===== src/sv/pkeg_pkg.sv =====
// shared types, codes and tables of the pad key event generator
package pkeg_pkg;

  // operation codes of an input item
  localparam logic [1:0] OP_SAMPLE = 2'd0;
  localparam logic [1:0] OP_TICK   = 2'd1;
  localparam logic [1:0] OP_POP    = 2'd2;

  // stick direction codes, none means centred
  localparam logic [2:0] DIR_UP    = 3'd0;
  localparam logic [2:0] DIR_DOWN  = 3'd1;
  localparam logic [2:0] DIR_LEFT  = 3'd2;
  localparam logic [2:0] DIR_RIGHT = 3'd3;
  localparam logic [2:0] DIR_NONE  = 3'd4;

  // key codes
  localparam int unsigned KEY_COUNT = 11;
  localparam logic [3:0]  KEY_UP    = 4'd7;

  // raw button bits
  localparam int unsigned INTERCEPT_BIT = 31;

  // raw button mask of each mapped key, key order
  localparam logic [31:0] KEY_MASK [KEY_COUNT] = '{
    32'h0000_4000, 32'h0000_2000, 32'h0000_8000, 32'h0000_1000,
    32'h0000_0008, 32'h0000_0400, 32'h0000_0800, 32'h0000_0010,
    32'h0000_0040, 32'h0000_0080, 32'h0000_0020
  };

  // ring and register defaults
  localparam int unsigned RING_DEPTH_DEF = 64;
  localparam logic [15:0] REPEAT_DELAY_RST    = 16'd350;
  localparam logic [15:0] REPEAT_INTERVAL_RST = 16'd110;
  localparam logic [7:0]  STICK_LOW_RST       = 8'd64;
  localparam logic [7:0]  STICK_HIGH_RST      = 8'd192;
  localparam logic [7:0]  DEAD_ZONE_RST       = 8'd64;

  // register indexes
  localparam logic [2:0] REG_REPEAT_DELAY    = 3'd0;
  localparam logic [2:0] REG_REPEAT_INTERVAL = 3'd1;
  localparam logic [2:0] REG_STICK_LOW       = 3'd2;
  localparam logic [2:0] REG_STICK_HIGH      = 3'd3;
  localparam logic [2:0] REG_DEAD_ZONE       = 3'd4;

  // configuration seen by front and back
  typedef struct packed {
    logic [15:0] repeat_delay_ms;
    logic [15:0] repeat_interval_ms;
    logic [7:0]  stick_low_limit;
    logic [7:0]  stick_high_limit;
    logic [7:0]  dead_zone;
  } cfg_t;

  // classified item passed from front to back
  typedef struct packed {
    logic [1:0]  op;
    logic [10:0] buttons;
    logic [2:0]  dir;
    logic [47:0] now_ms;
  } cmd_t;

  // time plus a delta, saturating at the largest time
  function automatic logic [47:0] time_add(input logic [47:0] now, input logic [15:0] delta);
    logic [48:0] sum;
    sum = {1'b0, now} + {33'd0, delta};
    return sum[48] ? {48{1'b1}} : sum[47:0];
  endfunction

endpackage


===== src/sv/pad_key_event_generator.sv =====
// top level: configuration registers, front, item queue and back
// out_valid rises after the back passes these states. Sample: idle, one per mapped
// button, two for the stick, result load. Tick: idle, tick, result load. Pop:
// idle, ring read, event capture if one is found, result load. Unknown op: idle,
// result load. The back runs one item at a time; the queue takes two more.
// reset (synchronous, rst_n low) empties ring and queue, clears keys and stick, loads defaults
module pad_key_event_generator #(
  parameter int unsigned RING_DEPTH = pkeg_pkg::RING_DEPTH_DEF
) (
  input  logic        clk,
  input  logic        rst_n,
  input  logic        in_valid,
  output logic        in_ready,
  input  logic [1:0]  in_operation,
  input  logic [31:0] in_button_word,
  input  logic [7:0]  in_stick_x,
  input  logic [7:0]  in_stick_y,
  input  logic        in_connected,
  input  logic [47:0] in_now_ms,
  output logic        out_valid,
  input  logic        out_ready,
  output logic        out_event_valid,
  output logic [3:0]  out_event_key,
  output logic        out_event_pressed,
  output logic [10:0] out_held_keys,
  output logic [5:0]  out_queued_events,
  input  logic        psel,
  input  logic        penable,
  input  logic        pwrite,
  input  logic [4:0]  paddr,
  input  logic [31:0] pwdata,
  output logic [31:0] prdata,
  output logic        pready
);

  pkeg_pkg::cfg_t cfg_r, cfg_nxt;
  logic           cfg_wr;
  logic [2:0]     reg_idx;

  logic           q_push;
  logic           q_pop;
  logic           q_full;
  logic           q_not_empty;
  pkeg_pkg::cmd_t front_cmd;
  pkeg_pkg::cmd_t head_cmd;

  assign pready  = 1'b1;
  assign reg_idx = paddr[4:2];
  assign cfg_wr  = psel && penable && pwrite;

  // register write decode
  always_comb begin
    cfg_nxt = cfg_r;
    if (cfg_wr) begin
      unique case (reg_idx)
        pkeg_pkg::REG_REPEAT_DELAY:    cfg_nxt.repeat_delay_ms    = pwdata[15:0];
        pkeg_pkg::REG_REPEAT_INTERVAL: cfg_nxt.repeat_interval_ms = pwdata[15:0];
        pkeg_pkg::REG_STICK_LOW:       cfg_nxt.stick_low_limit    = pwdata[7:0];
        pkeg_pkg::REG_STICK_HIGH:      cfg_nxt.stick_high_limit   = pwdata[7:0];
        pkeg_pkg::REG_DEAD_ZONE:       cfg_nxt.dead_zone          = pwdata[7:0];
        default:                       cfg_nxt = cfg_r;
      endcase
    end
  end

  always_ff @(posedge clk) begin
    if (!rst_n) begin
      cfg_r.repeat_delay_ms    <= pkeg_pkg::REPEAT_DELAY_RST;
      cfg_r.repeat_interval_ms <= pkeg_pkg::REPEAT_INTERVAL_RST;
      cfg_r.stick_low_limit    <= pkeg_pkg::STICK_LOW_RST;
      cfg_r.stick_high_limit   <= pkeg_pkg::STICK_HIGH_RST;
      cfg_r.dead_zone          <= pkeg_pkg::DEAD_ZONE_RST;
    end else begin
      cfg_r <= cfg_nxt;
    end
  end

  // register read mux
  always_comb begin
    unique case (reg_idx)
      pkeg_pkg::REG_REPEAT_DELAY:    prdata = {16'd0, cfg_r.repeat_delay_ms};
      pkeg_pkg::REG_REPEAT_INTERVAL: prdata = {16'd0, cfg_r.repeat_interval_ms};
      pkeg_pkg::REG_STICK_LOW:       prdata = {24'd0, cfg_r.stick_low_limit};
      pkeg_pkg::REG_STICK_HIGH:      prdata = {24'd0, cfg_r.stick_high_limit};
      pkeg_pkg::REG_DEAD_ZONE:       prdata = {24'd0, cfg_r.dead_zone};
      default:                       prdata = 32'd0;
    endcase
  end

  // accept and classify
  pkeg_front u_front (
    .in_valid       (in_valid),
    .in_ready       (in_ready),
    .in_operation   (in_operation),
    .in_button_word (in_button_word),
    .in_stick_x     (in_stick_x),
    .in_stick_y     (in_stick_y),
    .in_connected   (in_connected),
    .in_now_ms      (in_now_ms),
    .cfg            (cfg_r),
    .q_full         (q_full),
    .q_push         (q_push),
    .q_cmd          (front_cmd)
  );

  // queue between front and back
  pkeg_cmd_q u_cmd_q (
    .clk       (clk),
    .rst_n     (rst_n),
    .push      (q_push),
    .push_cmd  (front_cmd),
    .full      (q_full),
    .pop       (q_pop),
    .not_empty (q_not_empty),
    .head_cmd  (head_cmd)
  );

  // event sequencing and results
  pkeg_back #(
    .RING_DEPTH (RING_DEPTH)
  ) u_back (
    .clk               (clk),
    .rst_n             (rst_n),
    .cfg               (cfg_r),
    .q_not_empty       (q_not_empty),
    .q_cmd             (head_cmd),
    .q_pop             (q_pop),
    .out_valid         (out_valid),
    .out_ready         (out_ready),
    .out_event_valid   (out_event_valid),
    .out_event_key     (out_event_key),
    .out_event_pressed (out_event_pressed),
    .out_held_keys     (out_held_keys),
    .out_queued_events (out_queued_events)
  );

endmodule


===== src/sv/pkeg_front.sv =====
// front part: accepts items and classifies buttons and stick
module pkeg_front (
  input  logic                 in_valid,
  output logic                 in_ready,
  input  logic [1:0]           in_operation,
  input  logic [31:0]          in_button_word,
  input  logic [7:0]           in_stick_x,
  input  logic [7:0]           in_stick_y,
  input  logic                 in_connected,
  input  logic [47:0]          in_now_ms,
  input  pkeg_pkg::cfg_t       cfg,
  input  logic                 q_full,
  output logic                 q_push,
  output pkeg_pkg::cmd_t       q_cmd
);

  logic        neutral;
  logic [10:0] cur;
  logic [7:0]  h_off;
  logic [7:0]  v_off;
  logic [2:0]  dir;

  // accept whenever the queue has room
  assign in_ready = !q_full;
  assign q_push   = in_valid && !q_full;

  // mapped buttons, all released on a neutral sample
  always_comb begin
    neutral = !in_connected || in_button_word[pkeg_pkg::INTERCEPT_BIT];
    for (int k = 0; k < pkeg_pkg::KEY_COUNT; k++) begin
      cur[k] = !neutral && ((in_button_word & pkeg_pkg::KEY_MASK[k]) != 32'd0);
    end
  end

  // offsets from centre
  assign h_off = in_stick_x[7] ? {1'b0, in_stick_x[6:0]} : 8'd128 - in_stick_x;
  assign v_off = in_stick_y[7] ? {1'b0, in_stick_y[6:0]} : 8'd128 - in_stick_y;

  // stick direction with dead zone, vertical wins a tie
  always_comb begin
    dir = pkeg_pkg::DIR_NONE;
    if (neutral || (h_off < cfg.dead_zone && v_off < cfg.dead_zone)) begin
      dir = pkeg_pkg::DIR_NONE;
    end else if (h_off > v_off) begin
      if (in_stick_x < cfg.stick_low_limit) dir = pkeg_pkg::DIR_LEFT;
      else if (in_stick_x > cfg.stick_high_limit) dir = pkeg_pkg::DIR_RIGHT;
    end else begin
      if (in_stick_y < cfg.stick_low_limit) dir = pkeg_pkg::DIR_UP;
      else if (in_stick_y > cfg.stick_high_limit) dir = pkeg_pkg::DIR_DOWN;
    end
  end

  // classified item
  always_comb begin
    q_cmd.op      = in_operation;
    q_cmd.buttons = cur;
    q_cmd.dir     = dir;
    q_cmd.now_ms  = in_now_ms;
  end

endmodule


===== src/sv/pkeg_cmd_q.sv =====
// two-entry queue of classified items between front and back
module pkeg_cmd_q (
  input  logic           clk,
  input  logic           rst_n,
  input  logic           push,
  input  pkeg_pkg::cmd_t push_cmd,
  output logic           full,
  input  logic           pop,
  output logic           not_empty,
  output pkeg_pkg::cmd_t head_cmd
);

  pkeg_pkg::cmd_t slot_r [2];
  logic       wr_ptr_r, wr_ptr_nxt;
  logic       rd_ptr_r, rd_ptr_nxt;
  logic [1:0] fill_r, fill_nxt;

  assign full      = (fill_r == 2'd2);
  assign not_empty = (fill_r != 2'd0);
  assign head_cmd  = slot_r[rd_ptr_r];

  // pointer and fill update
  always_comb begin
    wr_ptr_nxt = push ? ~wr_ptr_r : wr_ptr_r;
    rd_ptr_nxt = pop ? ~rd_ptr_r : rd_ptr_r;
    fill_nxt   = fill_r + {1'b0, push} - {1'b0, pop};
  end

  always_ff @(posedge clk) begin
    if (!rst_n) begin
      wr_ptr_r <= 1'b0;
      rd_ptr_r <= 1'b0;
      fill_r   <= 2'd0;
    end else begin
      wr_ptr_r <= wr_ptr_nxt;
      rd_ptr_r <= rd_ptr_nxt;
      fill_r   <= fill_nxt;
    end
  end

  // entry storage
  always_ff @(posedge clk) begin
    if (push) begin
      slot_r[wr_ptr_r] <= push_cmd;
    end
  end

endmodule


===== src/sv/pkeg_back.sv =====
// back part: event sequencer, event ring and result register
module pkeg_back #(
  parameter int unsigned RING_DEPTH = pkeg_pkg::RING_DEPTH_DEF
) (
  input  logic           clk,
  input  logic           rst_n,
  input  pkeg_pkg::cfg_t cfg,
  input  logic           q_not_empty,
  input  pkeg_pkg::cmd_t q_cmd,
  output logic           q_pop,
  output logic           out_valid,
  input  logic           out_ready,
  output logic           out_event_valid,
  output logic [3:0]     out_event_key,
  output logic           out_event_pressed,
  output logic [10:0]    out_held_keys,
  output logic [5:0]     out_queued_events
);

  localparam int unsigned PW = (RING_DEPTH > 1) ? $clog2(RING_DEPTH) : 1;
  localparam int unsigned CW = (PW > 6) ? PW : 6;
  localparam logic [PW-1:0] PTR_LAST = PW'(RING_DEPTH - 1);

  // sequencer states
  localparam logic [2:0] S_IDLE = 3'd0;
  localparam logic [2:0] S_BTN  = 3'd1;
  localparam logic [2:0] S_SREL = 3'd2;
  localparam logic [2:0] S_SPRS = 3'd3;
  localparam logic [2:0] S_TICK = 3'd4;
  localparam logic [2:0] S_POP  = 3'd5;
  localparam logic [2:0] S_POPD = 3'd6;
  localparam logic [2:0] S_OUT  = 3'd7;

  logic [2:0]     state_r, state_nxt;
  pkeg_pkg::cmd_t cmd_r, cmd_nxt;
  logic [3:0]     idx_r, idx_nxt;
  logic [10:0]    held_r, held_nxt;
  logic           active_r, active_nxt;
  logic [1:0]     skey_r, skey_nxt;
  logic [47:0]    due_r, due_nxt;
  logic [PW-1:0]  wp_r, wp_nxt;
  logic [PW-1:0]  rp_r, rp_nxt;
  logic           ev_valid_r, ev_valid_nxt;
  logic [3:0]     ev_key_r, ev_key_nxt;
  logic           ev_pressed_r, ev_pressed_nxt;
  logic           out_valid_r, out_valid_nxt;
  logic           out_event_valid_r;
  logic [3:0]     out_event_key_r;
  logic           out_event_pressed_r;
  logic [10:0]    out_held_keys_r;
  logic [5:0]     out_queued_events_r;

  logic [4:0]     ring_mem [RING_DEPTH];
  logic [4:0]     rd_q_r;

  logic           push_en;
  logic [4:0]     push_data;
  logic [PW-1:0]  wp_inc;
  logic [PW-1:0]  rp_inc;
  logic           stick_change;
  logic           out_load;
  logic [CW-1:0]  count;

  // ring pointer increments with wrap
  assign wp_inc = (wp_r == PTR_LAST) ? '0 : wp_r + 1'b1;
  assign rp_inc = (rp_r == PTR_LAST) ? '0 : rp_r + 1'b1;

  // stick direction differs from the held one
  assign stick_change = cmd_r.dir != (active_r ? {1'b0, skey_r} : pkeg_pkg::DIR_NONE);

  // events in the ring
  always_comb begin
    if (wp_r >= rp_r) count = CW'(wp_r) - CW'(rp_r);
    else count = CW'(RING_DEPTH) - CW'(rp_r) + CW'(wp_r);
  end

  // sequencer
  always_comb begin
    state_nxt      = state_r;
    cmd_nxt        = cmd_r;
    idx_nxt        = idx_r;
    held_nxt       = held_r;
    active_nxt     = active_r;
    skey_nxt       = skey_r;
    due_nxt        = due_r;
    ev_valid_nxt   = ev_valid_r;
    ev_key_nxt     = ev_key_r;
    ev_pressed_nxt = ev_pressed_r;
    q_pop          = 1'b0;
    push_en        = 1'b0;
    push_data      = 5'd0;
    out_load       = 1'b0;
    rp_nxt         = rp_r;
    unique case (state_r)
      S_IDLE: begin
        ev_valid_nxt   = 1'b0;
        ev_key_nxt     = 4'd0;
        ev_pressed_nxt = 1'b0;
        if (q_not_empty) begin
          q_pop   = 1'b1;
          cmd_nxt = q_cmd;
          idx_nxt = 4'd0;
          unique case (q_cmd.op)
            pkeg_pkg::OP_SAMPLE: state_nxt = S_BTN;
            pkeg_pkg::OP_TICK:   state_nxt = S_TICK;
            pkeg_pkg::OP_POP:    state_nxt = S_POP;
            default:             state_nxt = S_OUT;
          endcase
        end
      end
      S_BTN: begin
        // one button a cycle in key order
        if (cmd_r.buttons[idx_r] != held_r[idx_r]) begin
          push_en   = 1'b1;
          push_data = {cmd_r.buttons[idx_r], idx_r};
        end
        idx_nxt = idx_r + 4'd1;
        if (idx_r == 4'(pkeg_pkg::KEY_COUNT - 1)) begin
          held_nxt  = cmd_r.buttons;
          state_nxt = S_SREL;
        end
      end
      S_SREL: begin
        // release of the old direction
        if (stick_change && active_r) begin
          push_en   = 1'b1;
          push_data = {1'b0, pkeg_pkg::KEY_UP + {2'b00, skey_r}};
        end
        state_nxt = S_SPRS;
      end
      S_SPRS: begin
        // press of the new direction and first repeat time
        if (stick_change) begin
          if (cmd_r.dir != pkeg_pkg::DIR_NONE) begin
            push_en    = 1'b1;
            push_data  = {1'b1, pkeg_pkg::KEY_UP + {2'b00, cmd_r.dir[1:0]}};
            active_nxt = 1'b1;
            skey_nxt   = cmd_r.dir[1:0];
            due_nxt    = pkeg_pkg::time_add(cmd_r.now_ms, cfg.repeat_delay_ms);
          end else begin
            active_nxt = 1'b0;
          end
        end
        state_nxt = S_OUT;
      end
      S_TICK: begin
        // repeat press once due
        if (active_r && cmd_r.now_ms >= due_r) begin
          push_en   = 1'b1;
          push_data = {1'b1, pkeg_pkg::KEY_UP + {2'b00, skey_r}};
          due_nxt   = pkeg_pkg::time_add(cmd_r.now_ms, cfg.repeat_interval_ms);
        end
        state_nxt = S_OUT;
      end
      S_POP: begin
        // ring read issued at the read pointer
        state_nxt = (rp_r != wp_r) ? S_POPD : S_OUT;
      end
      S_POPD: begin
        ev_valid_nxt   = 1'b1;
        ev_key_nxt     = rd_q_r[3:0];
        ev_pressed_nxt = rd_q_r[4];
        rp_nxt         = rp_inc;
        state_nxt      = S_OUT;
      end
      S_OUT: begin
        if (!out_valid_r || out_ready) begin
          out_load  = 1'b1;
          state_nxt = S_IDLE;
        end
      end
      default: state_nxt = S_IDLE;
    endcase
    // a push into a full ring drops the oldest event
    if (push_en && wp_inc == rp_r) begin
      rp_nxt = rp_inc;
    end
  end

  assign wp_nxt = push_en ? wp_inc : wp_r;

  // result register handshake
  always_comb begin
    out_valid_nxt = out_valid_r;
    if (out_load) out_valid_nxt = 1'b1;
    else if (out_ready) out_valid_nxt = 1'b0;
  end

  always_ff @(posedge clk) begin
    if (!rst_n) begin
      state_r     <= S_IDLE;
      held_r      <= 11'd0;
      active_r    <= 1'b0;
      skey_r      <= 2'd0;
      due_r       <= 48'd0;
      wp_r        <= '0;
      rp_r        <= '0;
      out_valid_r <= 1'b0;
    end else begin
      state_r     <= state_nxt;
      held_r      <= held_nxt;
      active_r    <= active_nxt;
      skey_r      <= skey_nxt;
      due_r       <= due_nxt;
      wp_r        <= wp_nxt;
      rp_r        <= rp_nxt;
      out_valid_r <= out_valid_nxt;
    end
  end

  // working registers
  always_ff @(posedge clk) begin
    cmd_r        <= cmd_nxt;
    idx_r        <= idx_nxt;
    ev_valid_r   <= ev_valid_nxt;
    ev_key_r     <= ev_key_nxt;
    ev_pressed_r <= ev_pressed_nxt;
  end

  // result payload
  always_ff @(posedge clk) begin
    if (out_load) begin
      out_event_valid_r   <= ev_valid_r;
      out_event_key_r     <= ev_key_r;
      out_event_pressed_r <= ev_pressed_r;
      out_held_keys_r     <= held_r;
      out_queued_events_r <= count[5:0];
    end
  end

  // event ring memory with registered read
  always_ff @(posedge clk) begin
    if (push_en) begin
      ring_mem[wp_r] <= push_data;
    end
    rd_q_r <= ring_mem[rp_r];
  end

  assign out_valid         = out_valid_r;
  assign out_event_valid   = out_event_valid_r;
  assign out_event_key     = out_event_key_r;
  assign out_event_pressed = out_event_pressed_r;
  assign out_held_keys     = out_held_keys_r;
  assign out_queued_events = out_queued_events_r;

endmodule


===== config.mk =====
export PLATFORM = sky130hd
export DESIGN_NAME = pad_key_event_generator
export DESIGN_NICKNAME = d
export VERILOG_FILES = /design/src/sv/pkeg_pkg.sv /design/src/sv/pad_key_event_generator.sv /design/src/sv/pkeg_front.sv /design/src/sv/pkeg_cmd_q.sv /design/src/sv/pkeg_back.sv
export SDC_FILE = /design/constraint.sdc
export NUM_CORES = 1
export LEC_CHECK = 0
export BUFFER_PORTS_ARGS = -buffer_cell sky130_fd_sc_hd__buf_2
export CELL_PAD_IN_SITES_DETAIL_PLACEMENT = 1
export CELL_PAD_IN_SITES_GLOBAL_PLACEMENT = 2
export CORE_ASPECT_RATIO = 1.25
export CORE_UTILIZATION = 47
export DETAILED_ROUTE_END_ITERATION = 12
export GPL_ROUTABILITY_DRIVEN = 0
export PLACE_DENSITY_LB_ADDON = 0.1
export SLEW_MARGIN = 20
export SYNTH_ARGS = -nofsm -noshare
export SYNTH_HDL_FRONTEND = slang
export SYNTH_SLANG_ARGS = --single-unit

===== constraint.sdc =====
create_clock -name clk -period 10 [get_ports clk]
set_clock_uncertainty 0.2 [all_clocks]
set_input_delay 2 -clock clk [delete_from_list [all_inputs] [get_ports clk]]
set_output_delay 2 -clock clk [all_outputs]
set_load 0.02 [all_outputs]

==> metrics.md <==
| Metric | Value |
|---|---|
| Post-CTS Setup Bufs | 0 |
| Slew HR | between 20% and 30% |
| Clock power share | 31.9% |
| Synth unique cells | 92 |
| Fmax | around 0.17 GHz |
| Switching Share | approximately 30% |
| Die width | 237 microns |
| GRT overflow | 0 |
| Drt first pass iters | 7 |
| Status | finished clean |
| Cells on worst reg2reg path | 10 |
| DRT Wirelength | about 88000 microns |
| FFs w/ async S/R, synth | 0% |
| Syn Area/Cell | about 13 sq um |
| Type of element capturing the critical path | output port |
| Worst r2r src | u_back.cmd_r[41] |
| CTS tree | done |
| Die height | approximately 300 microns |
| Critical path class | in -> out |
| Register share of total power | approximately 46% |
| Routing usage on met1 | a little over 30% |
| Period utilization | between 50% and 60% |
| Met2 global-route usage | a little under half |
| Crit-path max FO | 31 |
| CP Launch Type | primary input |
| RSZ-0062 raised after global routing | false |
| Initial Utilization | between 40% and 50% |
| Crit path DAT | roughly 3.8 ns |
| Comb power frac | between 20 and 25% |
| R2R Setup Slk | 5.12 ns |
| Total CTS buffers | about 70 |
| Htree depth | 3 |
| Core ar. | 68100 sq um |
| I/O Pins | roughly 200 |
| Largest net degree at the start of global routing | 72 |
| Routed Antenna Nets | 0 |
| First-pass GRT wire length | approximately 130000 microns |
| Share of cells above drive strength 1 | between 10% and 20% |
| GRT Total Usage | 25.4% |
| Peak supply drop | 0.166 mV |
| Post-DP HPWL | ~62000 microns |
| Worst reg2reg endpoint | u_back.ring_mem[27][2] |
| Nets@finish | 2870 |
| Clk Latency, worst-skew pair | ~0.63 ns |
| Drt initial violations | around 1200 |
| GR Util met3 | roughly 3.1% |
| Total leakage power | about 13 nW |
| IO buf count | around 150 |
| Cts hold-fix bufs | 0 |
| Maxcap violations | 0 |
| Period minus WS final | roughly 6 ns |
| Worst Max-Slew Pin Slew | 1.13 ns |
| CTS Buffer Depth | 3 |
| Internal | approximately 5.7 mW |
| Setup TNS | 0 ns |
| Vias in the first global route | 22100 |
| Final hold vios | 0 |
| Fill count | between 6000 and 7000 |
| CTS clk-pin slew, worst paths | 0.05 ns |
| Via count | approximately 21000 |
| Synth warn | 0 |
| Die area | roughly 70000 sq um |
| Top FF cell, synth | edfxtp_1 |
| Worst Min Path Start | u_back.ev_key_r[3] |
| TritonCTS Sinks | just under 700 |
| Switch Pwr | 2.53 mW |
| Rows | 107 |
| Pwr Density | between 200 and 250 nW/um^2 |
| Most used routing layer | met2 |
| Total power draw | between 8 and 9 mW |
| Slew Limit Fails | 0 |
| Synthesized area | 32400 sq um |
| CTS root buf | clkbuf_16 |
| Finished Core Util | between 50% and 60% |
| DR WL/cell | about 25 microns |
| Final setup vio count | 0 |
| Hold Path End | u_back.out_event_key[3] |
| Area delta synth->final | 12.3% |
| Synthesis-stage register bit count | a little under 700 |
| # DRC | 0 |
| Worst Path Required | approximately 8 ns |
| Hold Path Stages | 0 |
| Post-Syn Instances | approximately 2400 |
| Hold crit path type | reg -> reg |
| Vias/cell | a little under 6 |
| Initial antenna violation count | 8 |
| Post-CTS Resized | 0 |
| Sequential area share after synthesis | a little under 60% |
| Post-synth EDFFs | 543 |
-- layout make-up --
type	instances	area [sq um]	share of cell area (%)
Multi-Input combinational cell	1517	12400	34.1
Timing Repair Buffer	176	956	2.63
Antenna cell	1	2.50	0.00687
Tap cell	872	1090	3.00
Sequential cell	687	19200	52.7
Inverter	123	464	1.28
Clock buffer	95	1960	5.38
Clock inverter	34	323	0.887
-- cell usage after synthesis, types with 17 or more instances --
cell type / n / area share (%)
edfxtp_1: 543 / 50
nand2_1: 190 / 2.2
nor2_1: 151 / 1.7
ha_1: 147 / 5.7
dfxtp_1: 144 / 8.9
a21oi_1: 128 / 2.0
inv_1: 120 / 1.4
mux4_2: 109 / 7.6
mux2_2: 66 / 2.3
nand3_1: 62 / 0.96
clkbuf_1: 61 / 0.71
o21ai_0: 54 / 0.83
mux2i_1: 51 / 1.6
xnor2_1: 45 / 1.2
nor4_1: 39 / 0.75
a21o_1: 35 / 0.81
nor3_1: 34 / 0.52
buf_2: 27 / 0.42
xor2_1: 27 / 0.73
buf_4: 24 / 0.56
nand4_1: 24 / 0.46
o211ai_1: 22 / 0.51
o21a_1: 22 / 0.51
and2_1: 20 / 0.39
and3_1: 20 / 0.39
a22oi_1: 19 / 0.44
o221ai_1: 18 / 0.49
a31oi_1: 17 / 0.33
-- placed cells by master (no fill, tap or decap), drive strengths merged, types with 62 or more instances in the layout --
| master | instances |
|---|---|
| mux4 | 109 |
| nor2 | 153 |
| buf | 175 |
| inv | 128 |
| mux2 | 66 |
| ha | 147 |
| nand3 | 62 |
| clkbuf | 96 |
| edfxtp | 543 |
| nand2 | 192 |
| a21oi | 131 |
| dfxtp | 144 |
-- worst max path at each step --
stage,cells after the start,startpoint,end,slack (ns)
finish,5,paddr[2],prdata[3],4.00
global placement,5,paddr[2],prdata[4],4.05
global route,5,paddr[2],prdata[4],3.90
floorplan,2,in_valid,u_cmd_q.slot_r[0][0],4.54
detailed placement,5,paddr[2],prdata[0],4.02
CTS,5,paddr[2],prdata[0],4.02
-- critical path: stages --
cell and delay [ns]:
buf_2 0.54, nor2b_1 0.56, a22oi_1 0.18, o22ai_1 0.28, buf_2 0.22
-- metal layers --
| metal | vias to the layer above | share of wire (%) |
|---|---|---|
| met1 | 10700 | 40 |
| met2 | 397 | 54 |
| met3 | 129 | 3.4 |
| li1 | 9574 | - |
| met5 | - | 0 |
| met4 | 0 | 2.6 |
-- cells by family (layout without fill, tap and decap cells) --
group           after synthesis  count (layout)  share of synthesized area (%)
flops                       687             687                           59.2
simple gates                616             616                           9.14
compound gates              436             436                           9.05
buf+inv                     253             428                           3.37
mux                         226             226                           11.4
fa+ha+maj                   150             150                           5.86
xor+xnor                     72              72                           1.94
other cells                   2              18                         0.0232
-- registers in the layout (all words and copies together) (netlist names), 2 cells and up, named ones only --
signal / count
u_back.ring_mem: 320
u_back.state_r: 3
u_back.due_r: 48
u_cmd_q.slot_r: 128
u_back.ev_key_r: 4
u_back.out_held_keys: 11
u_back.skey_r: 2
u_back.held_r: 11
cfg_r: 56
u_back.cmd_r: 62
u_back.rd_q_r: 5
u_cmd_q.fill_r: 2
u_back.out_event_key: 4
u_back.out_queued_events: 6
u_back.rp_r: 6
u_back.idx_r: 4
u_back.wp_r: 6
-- power by group through the flow --
stage / Sequential, mW / Combinational [mW] / Clock, mW
floorplan: 3.76 / 1.29 / 0
global placement: 3.86 / 1.73 / 0
detailed placement: 3.88 / 1.81 / 0
CTS: 3.82 / 1.83 / 2.69
global route: 3.85 / 1.99 / 2.79
finish: 3.82 / 1.81 / 2.64
-- metrics by stage --
step | std cells | setup slack (ns) | hold slack, ns | cell area [sq um]
2_1_floorplan | 2457 | 4.54 | 0.200 | 32500
6_report | 3505 | 4.00 | 0.219 | 36400
5_1_grt | 3505 | 3.90 | 0.233 | 36400
3_3_place_gp | 3374 | 4.05 | 0.204 | 34000
4_1_cts | 3503 | 4.02 | 0.220 | 36300
3_5_place_dp | 3374 | 4.02 | 0.207 | 34000
Power figures use the tool's default switching activity.
